### src/sv/i2c_reg_pkg.sv
// shared types and constants for the i2c register master
package i2c_reg_pkg;

  localparam logic [15:0] QuarterReset = 16'd5;
  localparam logic [7:0]  StretchReset = 8'd99;
  localparam int unsigned QueueDepth   = 2;

  localparam logic [1:0] OpTick  = 2'd0;
  localparam logic [1:0] OpWrite = 2'd1;
  localparam logic [1:0] OpRead  = 2'd2;
  localparam logic [1:0] OpByte  = 2'd3;

  localparam logic CfgQuarter = 1'b0;
  localparam logic CfgStretch = 1'b1;

  typedef enum logic [4:0] {
    PIdle, PStart, PWbLo1, PWbLo2, PWbHi1, PWbHi2, PAckLo1, PAckLo2, PAckStr,
    PAckHi1, PAckHi2, PRsLo1, PRsLo2, PRsHi, PWait, PRbLo1, PRbLo2, PRbHi1,
    PRbHi2, PRaLo1, PRaLo2, PRaHi1, PRaHi2, PSpLo1, PSpLo2, PSpHi, PSpEnd1,
    PSpEnd2
  } phase_e;

  typedef enum logic [1:0] {KDev, KSub, KDevr, KData} kind_e;

  typedef struct packed {
    logic [1:0] opcode;
    logic [7:0] device_addr;
    logic [7:0] sub_addr;
    logic [7:0] byte_count;
    logic [7:0] write_byte;
    logic       sda_in;
    logic       scl_in;
  } item_t;

  typedef struct packed {
    logic       scl_level;
    logic       scl_drive;
    logic       sda_level;
    logic       sda_drive;
    logic       busy_res;
    logic       byte_request;
    logic [7:0] read_data;
    logic       read_valid;
    logic       done_res;
    logic       success;
  } result_t;

endpackage

### src/sv/i2c_reg_engine.sv
// bus sequencer: one tick per beat, produces one result per tick
module i2c_reg_engine import i2c_reg_pkg::*; (
  input  logic       clk_i,
  input  logic       rst_ni,
  input  logic [15:0] quarter_i,
  input  logic [7:0] stretch_i,
  input  logic       step_i,
  input  item_t      item_i,
  output result_t    res_o
);

  phase_e      phase_q, phase_d;
  logic [15:0] tick_q, tick_d;
  logic [3:0]  bit_q, bit_d;
  logic [7:0]  shift_q, shift_d, left_q, left_d, str_q, str_d, dev_q, dev_d, sub_q, sub_d;
  logic        rmode_q, rmode_d, ok_q, ok_d;
  kind_e       kind_q, kind_d;
  logic [15:0] qp;
  logic        tdone, wbit, ackl;

  assign qp    = (quarter_i == 16'd0) ? 16'd1 : quarter_i;
  assign tdone = ({1'b0, tick_q} + 17'd1) >= {1'b0, qp};
  assign wbit  = shift_q[3'd7 - bit_q[2:0]];
  assign ackl  = (left_q == 8'd0);

  always_comb begin
    res_o = '0;
    res_o.scl_level = 1'b1;
    res_o.scl_drive = 1'b1;
    res_o.sda_level = 1'b1;
    res_o.sda_drive = 1'b1;
    unique case (phase_q)
      PStart: res_o.sda_level = 1'b0;
      PWbLo1, PWbLo2: begin res_o.scl_level = 1'b0; res_o.sda_level = wbit; end
      PWbHi1, PWbHi2: res_o.sda_level = wbit;
      PAckLo1, PAckLo2, PRbLo1, PRbLo2: begin
        res_o.scl_level = 1'b0; res_o.sda_drive = 1'b0;
      end
      PAckStr: begin res_o.scl_drive = 1'b0; res_o.sda_drive = 1'b0; end
      PAckHi1, PRbHi1, PRbHi2: res_o.sda_drive = 1'b0;
      PRsLo1, PRsLo2, PWait: res_o.scl_level = 1'b0;
      PRaLo1, PRaLo2: begin res_o.scl_level = 1'b0; res_o.sda_level = ackl; end
      PRaHi1, PRaHi2: res_o.sda_level = ackl;
      PSpLo1, PSpLo2: begin res_o.scl_level = 1'b0; res_o.sda_level = 1'b0; end
      PSpHi: res_o.sda_level = 1'b0;
      default: ;
    endcase
    res_o.busy_res     = (phase_q != PIdle);
    res_o.byte_request = (phase_q == PWait);
    if (phase_q == PRbHi1 && tdone && bit_q == 4'd7) begin
      res_o.read_valid = 1'b1;
      res_o.read_data  = {shift_q[6:0], item_i.sda_in};
    end
    if (phase_q == PSpEnd2 && tdone) begin
      res_o.done_res = 1'b1;
      res_o.success  = ok_q;
    end
  end

  always_comb begin
    phase_d = phase_q; tick_d = tick_q; bit_d = bit_q; shift_d = shift_q;
    left_d = left_q; str_d = str_q; dev_d = dev_q; sub_d = sub_q;
    rmode_d = rmode_q; ok_d = ok_q; kind_d = kind_q;
    if (!(phase_q == PIdle || phase_q == PWait || phase_q == PAckStr))
      tick_d = tdone ? 16'd0 : tick_q + 16'd1;
    unique case (phase_q)
      PIdle: if (item_i.opcode == OpWrite || item_i.opcode == OpRead) begin
        dev_d = item_i.device_addr; sub_d = item_i.sub_addr;
        left_d = item_i.byte_count; rmode_d = (item_i.opcode == OpRead);
        kind_d = KDev; ok_d = 1'b1; shift_d = item_i.device_addr;
        bit_d = 4'd0; phase_d = PStart; tick_d = 16'd0;
      end
      PStart: if (tdone) begin bit_d = 4'd0; phase_d = PWbLo1; end
      PWbHi2, PRbHi2: if (tdone) begin
        bit_d = bit_q + 4'd1;
        if (phase_q == PWbHi2) phase_d = (bit_q + 4'd1 >= 4'd8) ? PAckLo1 : PWbLo1;
        else phase_d = (bit_q + 4'd1 >= 4'd8) ? PRaLo1 : PRbLo1;
      end
      PAckLo2: if (tdone) begin str_d = 8'd0; phase_d = PAckStr; end
      PAckStr: begin
        if (tick_q != 16'd0) tick_d = tick_q - 16'd1;
        else if (item_i.scl_in || ({1'b0, str_q} + 9'd1) >= {1'b0, stretch_i}) begin
          phase_d = PAckHi1; tick_d = 16'd0;
        end else begin
          str_d = str_q + 8'd1; tick_d = qp - 16'd1;
        end
      end
      PAckHi1: if (tdone) begin
        if (item_i.sda_in && kind_q != KData) ok_d = 1'b0;
        phase_d = PAckHi2;
      end
      PAckHi2: if (tdone) begin
        if (!ok_q) phase_d = PSpLo1;
        else begin
          unique case (kind_q)
            KDev: begin kind_d = KSub; shift_d = sub_q; bit_d = 4'd0; phase_d = PWbLo1; end
            KSub: if (rmode_q) phase_d = PRsLo1;
                  else begin kind_d = KData; phase_d = ackl ? PSpLo1 : PWait; end
            KDevr: begin
              kind_d = KData;
              if (!ackl) begin
                left_d = left_q - 8'd1; shift_d = 8'd0; bit_d = 4'd0; phase_d = PRbLo1;
              end else phase_d = PSpLo1;
            end
            default: phase_d = ackl ? PSpLo1 : PWait;
          endcase
        end
      end
      PRsHi: if (tdone) begin
        kind_d = KDevr; shift_d = dev_q | 8'd1; phase_d = PStart;
      end
      PWait: if (item_i.opcode == OpByte) begin
        left_d = left_q - 8'd1; shift_d = item_i.write_byte; bit_d = 4'd0;
        phase_d = PWbLo1; tick_d = 16'd0;
      end
      PRbHi1: if (tdone) begin
        shift_d = {shift_q[6:0], item_i.sda_in}; phase_d = PRbHi2;
      end
      PRaHi2: if (tdone) begin
        if (!ackl) begin
          left_d = left_q - 8'd1; shift_d = 8'd0; bit_d = 4'd0; phase_d = PRbLo1;
        end else phase_d = PSpLo1;
      end
      PSpEnd2: if (tdone) phase_d = PIdle;
      PWbLo1, PWbLo2, PWbHi1, PAckLo1, PRsLo1, PRsLo2, PRbLo1, PRbLo2, PRaLo1,
      PRaLo2, PRaHi1, PSpLo1, PSpLo2, PSpHi, PSpEnd1:
        if (tdone) phase_d = phase_e'(phase_q + 5'd1);
      default: begin phase_d = PIdle; tick_d = 16'd0; end
    endcase
  end

  always_ff @(posedge clk_i or negedge rst_ni) begin
    if (!rst_ni) begin
      phase_q <= PIdle; tick_q <= '0; bit_q <= '0; shift_q <= '0; left_q <= '0;
      str_q <= '0; dev_q <= '0; sub_q <= '0; rmode_q <= 1'b0; ok_q <= 1'b0;
      kind_q <= KDev;
    end else if (step_i) begin
      phase_q <= phase_d; tick_q <= tick_d; bit_q <= bit_d; shift_q <= shift_d;
      left_q <= left_d; str_q <= str_d; dev_q <= dev_d; sub_q <= sub_d;
      rmode_q <= rmode_d; ok_q <= ok_d; kind_q <= kind_d;
    end
  end

endmodule

### src/sv/i2c_reg_queue.sv
// small result queue between the sequencer and the result port
module i2c_reg_queue import i2c_reg_pkg::*; #(
  parameter int unsigned Depth = QueueDepth
) (
  input  logic    clk_i,
  input  logic    rst_ni,
  input  logic    wr_i,
  input  result_t data_i,
  output logic    full_o,
  input  logic    rd_i,
  output logic    empty_o,
  output result_t data_o
);

  localparam int unsigned Aw = (Depth > 1) ? $clog2(Depth) : 1;

  result_t          mem_q [Depth];
  logic [Aw-1:0]    wp_q, rp_q;
  logic [Aw:0]      cnt_q;
  logic             do_wr, do_rd;

  assign full_o  = (cnt_q == Aw'(0) + (Aw+1)'(Depth));
  assign empty_o = (cnt_q == '0);
  assign do_wr   = wr_i && !full_o;
  assign do_rd   = rd_i && !empty_o;
  assign data_o  = mem_q[rp_q];

  always_ff @(posedge clk_i) begin
    if (do_wr) mem_q[wp_q] <= data_i;
  end

  always_ff @(posedge clk_i or negedge rst_ni) begin
    if (!rst_ni) begin
      wp_q <= '0; rp_q <= '0; cnt_q <= '0;
    end else begin
      if (do_wr) wp_q <= (wp_q == Aw'(Depth - 1)) ? '0 : wp_q + Aw'(1);
      if (do_rd) rp_q <= (rp_q == Aw'(Depth - 1)) ? '0 : rp_q + Aw'(1);
      cnt_q <= cnt_q + (Aw+1)'(do_wr) - (Aw+1)'(do_rd);
    end
  end

endmodule

### src/sv/i2c_register_master.sv
// top level of the i2c register master
// Each input beat is one bus clock tick; a beat is taken every cycle while the
// two-entry result queue has room, and its result is written into that queue. The
// sequencer register file advances once per accepted beat, so the rate is one
// beat per cycle, limited only by results being popped.
module i2c_register_master import i2c_reg_pkg::*; #(
  parameter int unsigned Depth = QueueDepth
) (
  input  logic        clk_i,
  input  logic        rst_ni,
  input  logic        push,
  output logic        full,
  input  logic [1:0]  opcode_i,
  input  logic [7:0]  device_addr_i,
  input  logic [7:0]  sub_addr_i,
  input  logic [7:0]  byte_count_i,
  input  logic [7:0]  write_byte_i,
  input  logic        sda_in_i,
  input  logic        scl_in_i,
  input  logic        cfg_valid_i,
  output logic        cfg_ready_o,
  input  logic        cfg_index_i,
  input  logic [15:0] cfg_data_i,
  output logic        empty,
  input  logic        pop,
  output logic        scl_level_o,
  output logic        scl_drive_o,
  output logic        sda_level_o,
  output logic        sda_drive_o,
  output logic        busy_res_o,
  output logic        byte_request_o,
  output logic [7:0]  read_data_o,
  output logic        read_valid_o,
  output logic        done_res_o,
  output logic        success_o
);

  logic [15:0] quarter_q;
  logic [7:0]  stretch_q;
  logic        step;
  item_t       item;
  result_t     res, outq;

  assign cfg_ready_o = 1'b1;
  assign step = push && !full;
  assign item = '{opcode: opcode_i, device_addr: device_addr_i, sub_addr: sub_addr_i,
                  byte_count: byte_count_i, write_byte: write_byte_i,
                  sda_in: sda_in_i, scl_in: scl_in_i};

  always_ff @(posedge clk_i or negedge rst_ni) begin
    if (!rst_ni) begin
      quarter_q <= QuarterReset;
      stretch_q <= StretchReset;
    end else if (cfg_valid_i) begin
      unique case (cfg_index_i)
        CfgQuarter: quarter_q <= cfg_data_i;
        CfgStretch: stretch_q <= cfg_data_i[7:0];
        default: ;
      endcase
    end
  end

  i2c_reg_engine u_engine (
    .clk_i, .rst_ni, .quarter_i(quarter_q), .stretch_i(stretch_q),
    .step_i(step), .item_i(item), .res_o(res)
  );

  i2c_reg_queue #(.Depth(Depth)) u_queue (
    .clk_i, .rst_ni, .wr_i(step), .data_i(res), .full_o(full),
    .rd_i(pop), .empty_o(empty), .data_o(outq)
  );

  assign scl_level_o    = outq.scl_level;
  assign scl_drive_o    = outq.scl_drive;
  assign sda_level_o    = outq.sda_level;
  assign sda_drive_o    = outq.sda_drive;
  assign busy_res_o     = outq.busy_res;
  assign byte_request_o = outq.byte_request;
  assign read_data_o    = outq.read_data;
  assign read_valid_o   = outq.read_valid;
  assign done_res_o     = outq.done_res;
  assign success_o      = outq.success;

endmodule

### config.mk
export PLATFORM = sky130hd
export DESIGN_NAME = i2c_register_master
export DESIGN_NICKNAME = d
export VERILOG_FILES = /design/src/sv/i2c_reg_pkg.sv /design/src/sv/i2c_reg_engine.sv /design/src/sv/i2c_reg_queue.sv /design/src/sv/i2c_register_master.sv
export SDC_FILE = /design/constraint.sdc
export NUM_CORES = 1
export LEC_CHECK = 0
export BUFFER_PORTS_ARGS = -buffer_cell sky130_fd_sc_hd__buf_2
export CORE_MARGIN = 5
export CORE_UTILIZATION = 53
export DETAILED_ROUTE_END_ITERATION = 10
export PLACE_DENSITY = 0.72
export SLEW_MARGIN = 20
export SYNTH_ARGS = -nofsm -noshare
export SYNTH_HDL_FRONTEND = slang
export SYNTH_SLANG_ARGS = --single-unit
### constraint.sdc
create_clock -name clk_i -period 5.5 [get_ports clk_i]
set_input_delay 1.1 -clock clk_i [delete_from_list [all_inputs] [get_ports clk_i]]
set_output_delay 1.1 -clock clk_i [all_outputs]
set_load 0.005 [all_outputs]
==> out/qor.yml, run 1 <==
nets: 1083
seq_area_sq_um: 3430
synth_fp_nets: 1032
first_pass_iters: 5
vias_per_cell: 6.19
ir_drop_v: 0.000334
power_density_nw_per_um2: 466
yosys_warnings: 0
synth-seq-cells: 130
rsz0062_at_grt: "false"
grt_max_degree: 56
routed_wl_um: 22200
final_util_pct: 59.8
cts_buffer_depth: 2
cpPeakStageDelay_ns: 0.62
cts_buffers: 17
die_h_um: 139
grt_pass1_wl_um: 36600
finalMaxSlewViolations: 0
clkTransAtPathRegs_ns: 0.06
num_rows: 47
ys_seq_area_share_pct: 38.8
async_reset_ff_share_pct: 73.8
pwr-share-clk_pct: 24.0
synthFlopType: "dfrtp_1"
avgRoutedWirePerCell_um: 18.3
p_comb_share_pct: 41.6
setup_viol: 0
fin_skew_ns: 0.0101
p_int_uw: 2660
fillCellCount: 1465
die_x_um: 139
min_path_cells: 1
switching_share_pct: 42.0
synth_edf_count: 34
crit_arrival_ns: 4.58
worstPathRequired_ns: 5.79
p_seq_share_pct: 34.4
num_vias: 7496
antenna_found_initial: 0
io_pins: 78
postCtsSetupRepairBufs: 0
period_minus_slack_ns: 4.29
synth.cell_area_sq_um: 8850
critPathCaptureType: "flip-flop"
path_class: "reg -> reg"
cp_cell_sequence: "and3_4 -> nand4_1 -> nor4_1 -> nand3_1 -> xnor2_1 -> ha_1 -> nand3_1 -> nor3_1 -> o41a_1 -> nor2_1 -> nor3_1 -> and2_1"
crit_fanout: 14
crit_path_top_delay_cell: "nor4_1"
cts.sinks: 130
power_switching_uw: 1930
die-area_sq_um: 19400
p_leak_uw: 0.00407
period_share_pct: 78.0
synth_area_per_cell_sq_um: 9.55
postRouteAntennaNets: 0
max_slew_margin_pct: 28.1
diodes: 0
clock_latency_ns: 0.43
finalPower_uw: 4590
synth_cell_types: 103
status: "completed"
htree_levels: 4
multi_input_area_sq_um: 4960
clock.fmax_mhz: 233
r2r_cells: 12
postCtsHoldBufs: 0
grt_pass1_vias: 7002
hold_violations: 0
cts_root_buf: "clkbuf_16"
fin_setup_tns_ns: 0
area_growth_pct: 11.3
crit_path_start_kind: "flip-flop"
numPortBuffers: 76
drive_gt1_share_pct: 20.9
core_area_sq_um: 16500
whs_ns: 0.497
synth_cells: 927
cts-resized-gates: 0
dpl.hpwl_um: 16000
hold_path.class: "reg -> reg"
start_util_pct: 53.8
drc_errors: 0
gp_congestion: 0.981
grt.total_usage_pct: 23.0
worst_pin_slew_ns: 1.07
first_iter_violations: 734
grt-ovfl-total: 0
max-cap-violations: 0
cts_tree: "built"
==> metal layers <==
layer,up-vias,share of wire (%),GRT usage [%]
met5,-,0,0
met4,0,2.1,7.42
met3,40,8.2,4.19
met2,326,44,33.6
met1,3587,46,34.6
li1,3543,-,-
==> stage by stage <==
| step | area [sq um] | setup WS, ns | instances |
|---|---|---|---|
| 2_1_floorplan | 8850 | 2.16 | 927 |
| 3_3_place_gp | 9270 | 1.31 | 1178 |
| 3_5_place_dp | 9270 | 1.20 | 1178 |
| 4_1_cts | 9830 | 1.18 | 1210 |
| 5_1_grt | 9850 | 0.943 | 1211 |
| 6_report | 9850 | 1.21 | 1211 |
==> worst max-delay path, delay by kind of cell, from the launching register on <==
kind,cells,cell delay [ns]
AND/OR/NAND/NOR,9,2.54
flip-flops,1,0.61
AO/OA/AOI/OAI,1,0.49
adder cells (fa/ha/maj),1,0.31
XOR/XNOR,1,0.18
==> power groups by stage <==
stage | clock network (uW) | logic (uW) | registers (uW)
after floorplan | 0 | 1550 | 1420
after global placement | 0 | 1830 | 1580
after detailed placement | 0 | 1850 | 1590
after CTS | 1110 | 1860 | 1570
after global routing | 1160 | 2100 | 1620
final | 1100 | 1910 | 1580
==> logic make-up (layout without fill, tap and decap cells) <==
group / count (synthesis) / after routing / synth area share [%]
buf+inv: 100 / 164 / 5.30
compound gates: 254 / 254 / 19.9
xor+xnor: 39 / 39 / 3.86
other cells: 1 / 1 / 0.0424
simple gates: 305 / 305 / 18.8
mux: 51 / 51 / 6.66
fa+ha+maj: 47 / 47 / 6.64
flops: 130 / 130 / 38.8
==> cell type report <==
type                    count  share of cell area, %
multi-input cells         697                   50.4
clock inverters            15                   1.40
clock buffers              17                   4.32
flip-flops and latches    130                   34.8
repair buffers             81                   4.31
well taps                 220                   2.80
inverters                  51                   1.94
==> path summary, 6_finish.rpt <==
check | from | to | slack (ns)
worst min register to register | u_queue.cnt_q[1] | u_queue.cnt_q[1] | 0.50
max in group asynchronous | rst_ni | u_engine.tick_q[5] | 3.68
min in group asynchronous | rst_ni | u_engine.sub_q[4] | 0.73
worst max-delay path | u_engine.tick_q[2] | u_queue.mem_q[0][0] | 1.21
worst max register to register | u_engine.tick_q[2] | u_queue.mem_q[0][0] | 1.21
worst min-delay path | u_queue.cnt_q[1] | u_queue.cnt_q[1] | 0.50
==> cells in the mapped netlist (all sizes together), types with 4 or more instances <==
| cell type | n | area (sq um) |
|---|---|---|
| inv | 50 | 188 |
| o21ai | 75 | 383 |
| o2bb2ai | 4 | 35.0 |
| nor4 | 17 | 143 |
| a211oi | 9 | 72.6 |
| o211ai | 6 | 58.8 |
| mux2i | 6 | 60.1 |
| or4 | 10 | 90.1 |
| nand4 | 10 | 77.6 |
| ha | 47 | 588 |
| nand2b | 8 | 50.1 |
| xor2 | 6 | 52.6 |
| nor3 | 19 | 111 |
| a222oi | 7 | 70.1 |
| a22o | 14 | 123 |
| edfxtp | 34 | 1020 |
| a22oi | 13 | 97.6 |
| clkbuf | 18 | 67.6 |
| or2 | 4 | 27.5 |
| xnor2 | 33 | 289 |
| a21oi | 55 | 275 |
| nor2b | 14 | 87.6 |
| and2 | 14 | 87.6 |
| buf | 31 | 210 |
| nor2 | 64 | 268 |
| o31ai | 6 | 63.8 |
| mux2 | 43 | 484 |
| a2bb2oi | 8 | 70.1 |
| a31oi | 9 | 56.3 |
| nand2 | 81 | 317 |
| dfrtp | 90 | 2250 |
| nor3b | 4 | 35.0 |
| nand3 | 39 | 208 |
| and3 | 10 | 72.6 |
| o22ai | 8 | 56.3 |
| dfstp | 6 | 158 |
==> cell usage in the layout (no fill, tap or decap), drive strengths merged, types with 6 or more instances in the layout <==
cell type | netlist | routed
a211oi | 9 | 9
buf | 31 | 81
ha | 47 | 47
clkbuf | 18 | 17
nand3 | 39 | 39
nor2 | 64 | 64
a2bb2oi | 8 | 8
nand4 | 10 | 10
inv | 50 | 61
xor2 | 6 | 6
dfrtp | 90 | 90
dfstp | 6 | 6
or4 | 10 | 10
nor2b | 14 | 14
mux2i | 6 | 6
mux2 | 43 | 43
xnor2 | 33 | 33
nand2b | 8 | 8
nor3 | 19 | 19
a22oi | 13 | 13
nand2 | 81 | 81
a21oi | 55 | 55
and3 | 10 | 10
o22ai | 8 | 8
edfxtp | 34 | 34
o21ai | 75 | 75
o211ai | 6 | 6
a31oi | 9 | 9
a222oi | 7 | 7
o31ai | 6 | 6
a22o | 14 | 14
nor4 | 17 | 17
and2 | 14 | 14
==> state kept, by name (all words and copies together), names as in the netlist <==
name	flops
u_engine.kind_q	2
u_queue.rp_q	1
u_engine.str_q	8
quarter_q	16
u_engine.rmode_q	1
u_engine.ok_q	1
u_engine.bit_q	4
u_engine.phase_q	5
u_engine.sub_q	8
u_engine.shift_q	8
u_queue.cnt_q	2
u_engine.left_q	8
u_engine.tick_q	16
u_queue.mem_q	34
stretch_q	8
u_engine.dev_q	7
u_queue.wp_q	1
Note: power is estimated with default switching activity, not from simulation.
==> run 2, diff against run 1 <==
- PLACE_DENSITY: 0.72 -> 0.75
- clock period: 5.5 -> 3.9 ns (I/O delays scaled with it)
==> out/qor.yml, run 2 (same netlist as run 1, synthesis figures left out) <==
die-area_sq_um: 19400
worst_pin_slew_ns: 0.963
setup_viol: 0
avgRoutedWirePerCell_um: 18.7
clkTransAtPathRegs_ns: 0.06
grt_pass1_vias: 7343
ir_drop_v: 0.000423
gp_congestion: 0.966
max-cap-violations: 0
routed_wl_um: 23000
r2r_cells: 13
seq_area_sq_um: 3430
diodes: 0
postCtsHoldBufs: 0
io_pins: 78
num_rows: 47
hold_path.class: "in -> async"
cts.sinks: 130
vias_per_cell: 6.20
drive_gt1_share_pct: 22.5
postRouteAntennaNets: 0
cp-startpoint: "u_engine.tick_q[0]"
first_iter_violations: 855
grt_pass1_wl_um: 37600
start_util_pct: 53.8
die_x_um: 139
largest_register_ff_count: 34
antenna_found_initial: 0
htree_levels: 4
multi_input_area_sq_um: 4950
crit_path_start_kind: "flip-flop"
grt.total_usage_pct: 23.8
power_density_nw_per_um2: 659
num_vias: 7630
clock.fmax_mhz: 282
r2r_end: "u_engine.shift_q[6]"
fin_setup_tns_ns: 0
period_share_pct: 91.0
grt_max_degree: 66
placed_area_sq_um: 9420
fillCellCount: 1393
postCtsSetupRepairBufs: 0
nets: 1103
worstPathRequired_ns: 4.22
top_regs: "u_queue.mem_q x34, quarter_q x16, u_engine.tick_q x16"
drc_errors: 0
finalMaxSlewViolations: 0
core_area_sq_um: 16500
rsz0062_at_grt: "false"
clock_latency_ns: 0.43
fin_skew_ns: 0.0114
crit_fanout: 11
cts-resized-gates: 0
area_growth_pct: 13.4
final_cell_mix: "dfrtp_1, nand2_1, buf_2"
r2r_start: "u_engine.tick_q[0]"
crit_arrival_ns: 3.87
critPathCaptureType: "flip-flop"
cts_root_buf: "clkbuf_16"
period_minus_slack_ns: 3.55
die_h_um: 139
cts_buffers: 17
grt-ovfl-total: 0
final_area_sq_um: 10000
hold_violations: 0
p_leak_uw: 0.00419
numPortBuffers: 76
status: "completed"
path_class: "reg -> reg"
largest_register: "u_queue.mem_q"
cts_tree: "built"
layout_commonest_cell: "dfrtp_1"
cts_buffer_depth: 2
dpl.hpwl_um: 16600
max_slew_margin_pct: 35.5
first_pass_iters: 6
r2r_slack_ns: 0.35
-- run 2: cell count changes in the layout (fill, tap and decap cells not counted), sizes merged --
cell	change
inv	-3
bufinv	+1
clkinvlp	-2
buf	+20
clkinv	+4
-- run 2: through the flow --
stage | worst slack (ns) | total power (uW) | cells | utilization (%) | hold WS (ns)
finish | 0.350 | 6620 | 1231 | 61.0 | 0.474
global placement | 0.463 | 4880 | 1199 | 57.2 | 0.485
CTS | 0.357 | 6590 | 1231 | 61.0 | 0.506
detailed placement | 0.388 | 4930 | 1199 | 57.2 | 0.496
floorplan | 0.556 | 4200 | 927 | - | 0.461
global route | 0.0157 | 7020 | 1231 | 61.0 | 0.523
-- run 2: critical path, stage by stage (launching register included) --
cell and delay [ns]:
dfrtp_1 0.54, ha_1 0.36, nand3_4 0.15, nor2_1 0.17, nand4_1 0.13, xnor2_1 0.18
ha_1 0.32, nand3_1 0.09, nor3_1 0.28, nand3_1 0.18, nand4_4 0.22, o311a_1 0.43
nand2_4 0.13, a22o_1 0.25
-- run 2: layer usage --
| metal | up-vias | share of wire, % | GRT usage (%) |
|---|---|---|---|
| li1 | 3577 | - | - |
| met1 | 3633 | 44 | 34.2 |
| met2 | 367 | 45 | 35.9 |
| met3 | 53 | 7.8 | 4.36 |
| met4 | 0 | 2.5 | 8.86 |
| met5 | - | 0 | 0 |
-- run 2: final cells by class --
cell class                      count  share of cell area [%]
Multi-Input combinational cell    697                    49.4
Clock buffer                       17                    4.24
Tap cell                          220                    2.74
Inverter                           51                    1.91
Clock inverter                     15                    1.88
Sequential cell                   130                    34.2
Timing Repair Buffer              101                    5.68
-- run 2: worst max-delay path by stage --
stage	endpoint
after floorplan	u_engine.tick_q[11]
final	u_engine.shift_q[6]
after CTS	u_engine.shift_q[1]
after global placement	u_engine.shift_q[2]
after global routing	u_engine.shift_q[4]
after detailed placement	u_engine.shift_q[1]
-- run 2: report_power, final --
part	switching, uW	leakage (uW)	total [uW]	internal (uW)
logic	1640	0.00237	2790	1150
clock network	726	0.000296	1650	921
registers	379	0.00153	2180	1800
total	2750	0.00419	6620	3870
==> run 3, diff against run 2 <==
- SYNTH_HIERARCHICAL: default -> 1
==> out/qor.yml, run 3 <==
cts-resized-gates: 0
largest_register_ff_count: 34
synth_edf_count: 34
synthMuxAreaShare_pct: 8.93
core_area_sq_um: 16600
final_cell_mix: "dfrtp_1, buf_2, nand2_1"
path_class: "reg -> reg"
crit_arrival_ns: 3.94
grt_pass1_wl_um: 38300
synth_top_cell_area_share_pct: 25.0
synthAdderAreaFrac_pct: 6.40
die-area_sq_um: 19700
synth.area.top_cells: "dfrtp_1, edfxtp_1, ha_1"
yosysTopAreaCell: "dfrtp_1"
synth_top_family_by_area: "compound AO/OA/AOI/OAI gates"
synth_fp_nets: 1044
io_pins: 78
nets: 1123
postRouteAntennaNets: 0
synth_xor_area_share_pct: 4.48
cts_buffer_depth: 2
num_vias: 7777
fin_setup_tns_ns: 0
cts_root_buf: "clkbuf_16"
finalMaxSlewViolations: 0
rsz0062_at_grt: "false"
die_h_um: 140
ys_seq_area_share_pct: 38.1
critPathCaptureType: "flip-flop"
cts.sinks: 130
grt_pass1_vias: 7505
diodes: 0
synth_cell_types: 86
crit_path_start_kind: "flip-flop"
max_slew_margin_pct: 35.6
cts_tree: "built"
postCtsSetupRepairBufs: 0
worst_pin_slew_ns: 0.962
worstPathRequired_ns: 4.20
gp_congestion: 0.989
layout_commonest_cell: "dfrtp_1"
synth_area_per_cell_sq_um: 9.57
whs_ns: 0.475
antenna_found_initial: 0
start_util_pct: 54.1
routed_wl_um: 23700
yosys_warnings: 6
finalPower_uw: 7110
setup_viol: 0
period_minus_slack_ns: 3.64
htree_levels: 4
fillCellCount: 1402
top_regs: "u_queue/mem_q x34, quarter_q x16, u_engine/tick_q x16"
worst_slack_ns: 0.263
max-cap-violations: 0
hold_path.class: "in -> async"
largest_register: "u_queue/mem_q"
synth-seq-cells: 130
drc_errors: 0
vias_per_cell: 6.21
die_x_um: 140
drive_gt1_share_pct: 23.4
dp_worst_setup_slack_ns: 0.0246
num_rows: 47
synth.cell_area_sq_um: 9000
ir_drop_v: 0.000469
avgRoutedWirePerCell_um: 18.9
synthFlopType: "dfrtp_1"
synth_compound_area_share_pct: 18.4
hold_violations: 0
area_growth_pct: 14.3
synth_cells: 940
period_share_pct: 93.2
dpl.hpwl_um: 17400
clock_latency_ns: 0.42
postCtsHoldBufs: 0
crit_fanout: 8
status: "completed"
numPortBuffers: 76
power_density_nw_per_um2: 691
p_leak_uw: 0.00445
async_reset_ff_share_pct: 73.8
fin_skew_ns: 0.00846
first_pass_iters: 7
cts_buffers: 17
grt-ovfl-total: 0
clkTransAtPathRegs_ns: 0.07
synth.top_cells.by_count: "dfrtp_1, nand2_1, nor2_1"
synth_most_common_cell: "dfrtp_1"
first_iter_violations: 1086
clock.fmax_mhz: 275
grt.total_usage_pct: 24.0
grt_max_degree: 65
synth-simple-area-share_pct: 18.3
run 3: changes by cell type in the layout (fill, tap and decap cells not counted), sizes merged, moves of 7 or more:
cell,before,now
mux2,43,58
buf,101,112
a21oi,55,41
o21ai,75,50
xor2,6,13
nand3,39,49
run 3: path summary, 6_finish.rpt:
check | startpoint | end | slack, ns | cells after the start
worst max-delay path | u_engine/tick_q[1] | u_engine/phase_q[2] | 0.26 | 14
worst min-delay path | rst_ni | u_engine/phase_q[0] | 0.47 | 1
worst max register to register | u_engine/tick_q[1] | u_engine/phase_q[2] | 0.26 | 14
worst min register to register | u_queue/cnt_q[1] | u_queue/cnt_q[1] | 0.51 | 1
max in group asynchronous | rst_ni | u_engine/bit_q[0] | 2.64 | 2
min in group clk_i | u_queue/cnt_q[1] | u_queue/cnt_q[1] | 0.51 | 1
run 3: final cells by class:
type | instances | area (sq um) | share of cell area, %
multi-input combinational | 704 | 5140 | 50.0
inverter | 54 | 203 | 1.97
clock inverter | 15 | 160 | 1.56
timing repair buffer | 112 | 653 | 6.35
sequential | 130 | 3430 | 33.4
clock buffer | 17 | 425 | 4.13
tap | 220 | 275 | 2.68
run 3: cells by family after synthesis:
logic type | Yosys count
adder cells (fa/ha/maj) | 46
other | 1
buffers and inverters | 106
multiplexers | 63
XOR/XNOR | 46
AND/OR/NAND/NOR | 315
flip-flops | 130
AO/OA/AOI/OAI | 233
run 3: through the flow:
step | cells | instance area (sq um) | util [%]
floorplan | 940 | 9000 | -
CTS | 1252 | 10200 | 61.5
finish | 1252 | 10300 | 61.8
global placement | 1220 | 9660 | 58.0
detailed placement | 1220 | 9660 | 58.0
global route | 1252 | 10300 | 61.8
run 3: worst max-delay path: stages (launching register included):
cell and delay (ns):
dfrtp_1 0.43, and4_1 0.26, nand2b_1 0.08, or2_2 0.34, nor2_1 0.18, nand3_1 0.11, xnor2_1 0.17, ha_1 0.38
nand3_1 0.10, nor2_1 0.14, o311ai_0 0.17, and3_1 0.27, a31oi_2 0.51, o21ai_0 0.20, o2bb2ai_1 0.17
run 3: routing by layer:
layer  routed length (um)  track usage [%]  part of all wire, %  up-vias
met2                11300             39.7                   48      367
met5                    0                0                    0        -
li1                     -                -                    -     3643
met4                  665             8.87                  2.8        0
met1                10100             31.6                   43     3700
met3                 1590             4.29                  6.7       67
run 3: where the power goes:
group          total [uW]  switching, uW  internal [uW]  leakage (uW)
Combinational        3230           1860           1370       0.00267
Sequential           2260            421           1840       0.00149
Clock                1610            704            911      0.000289
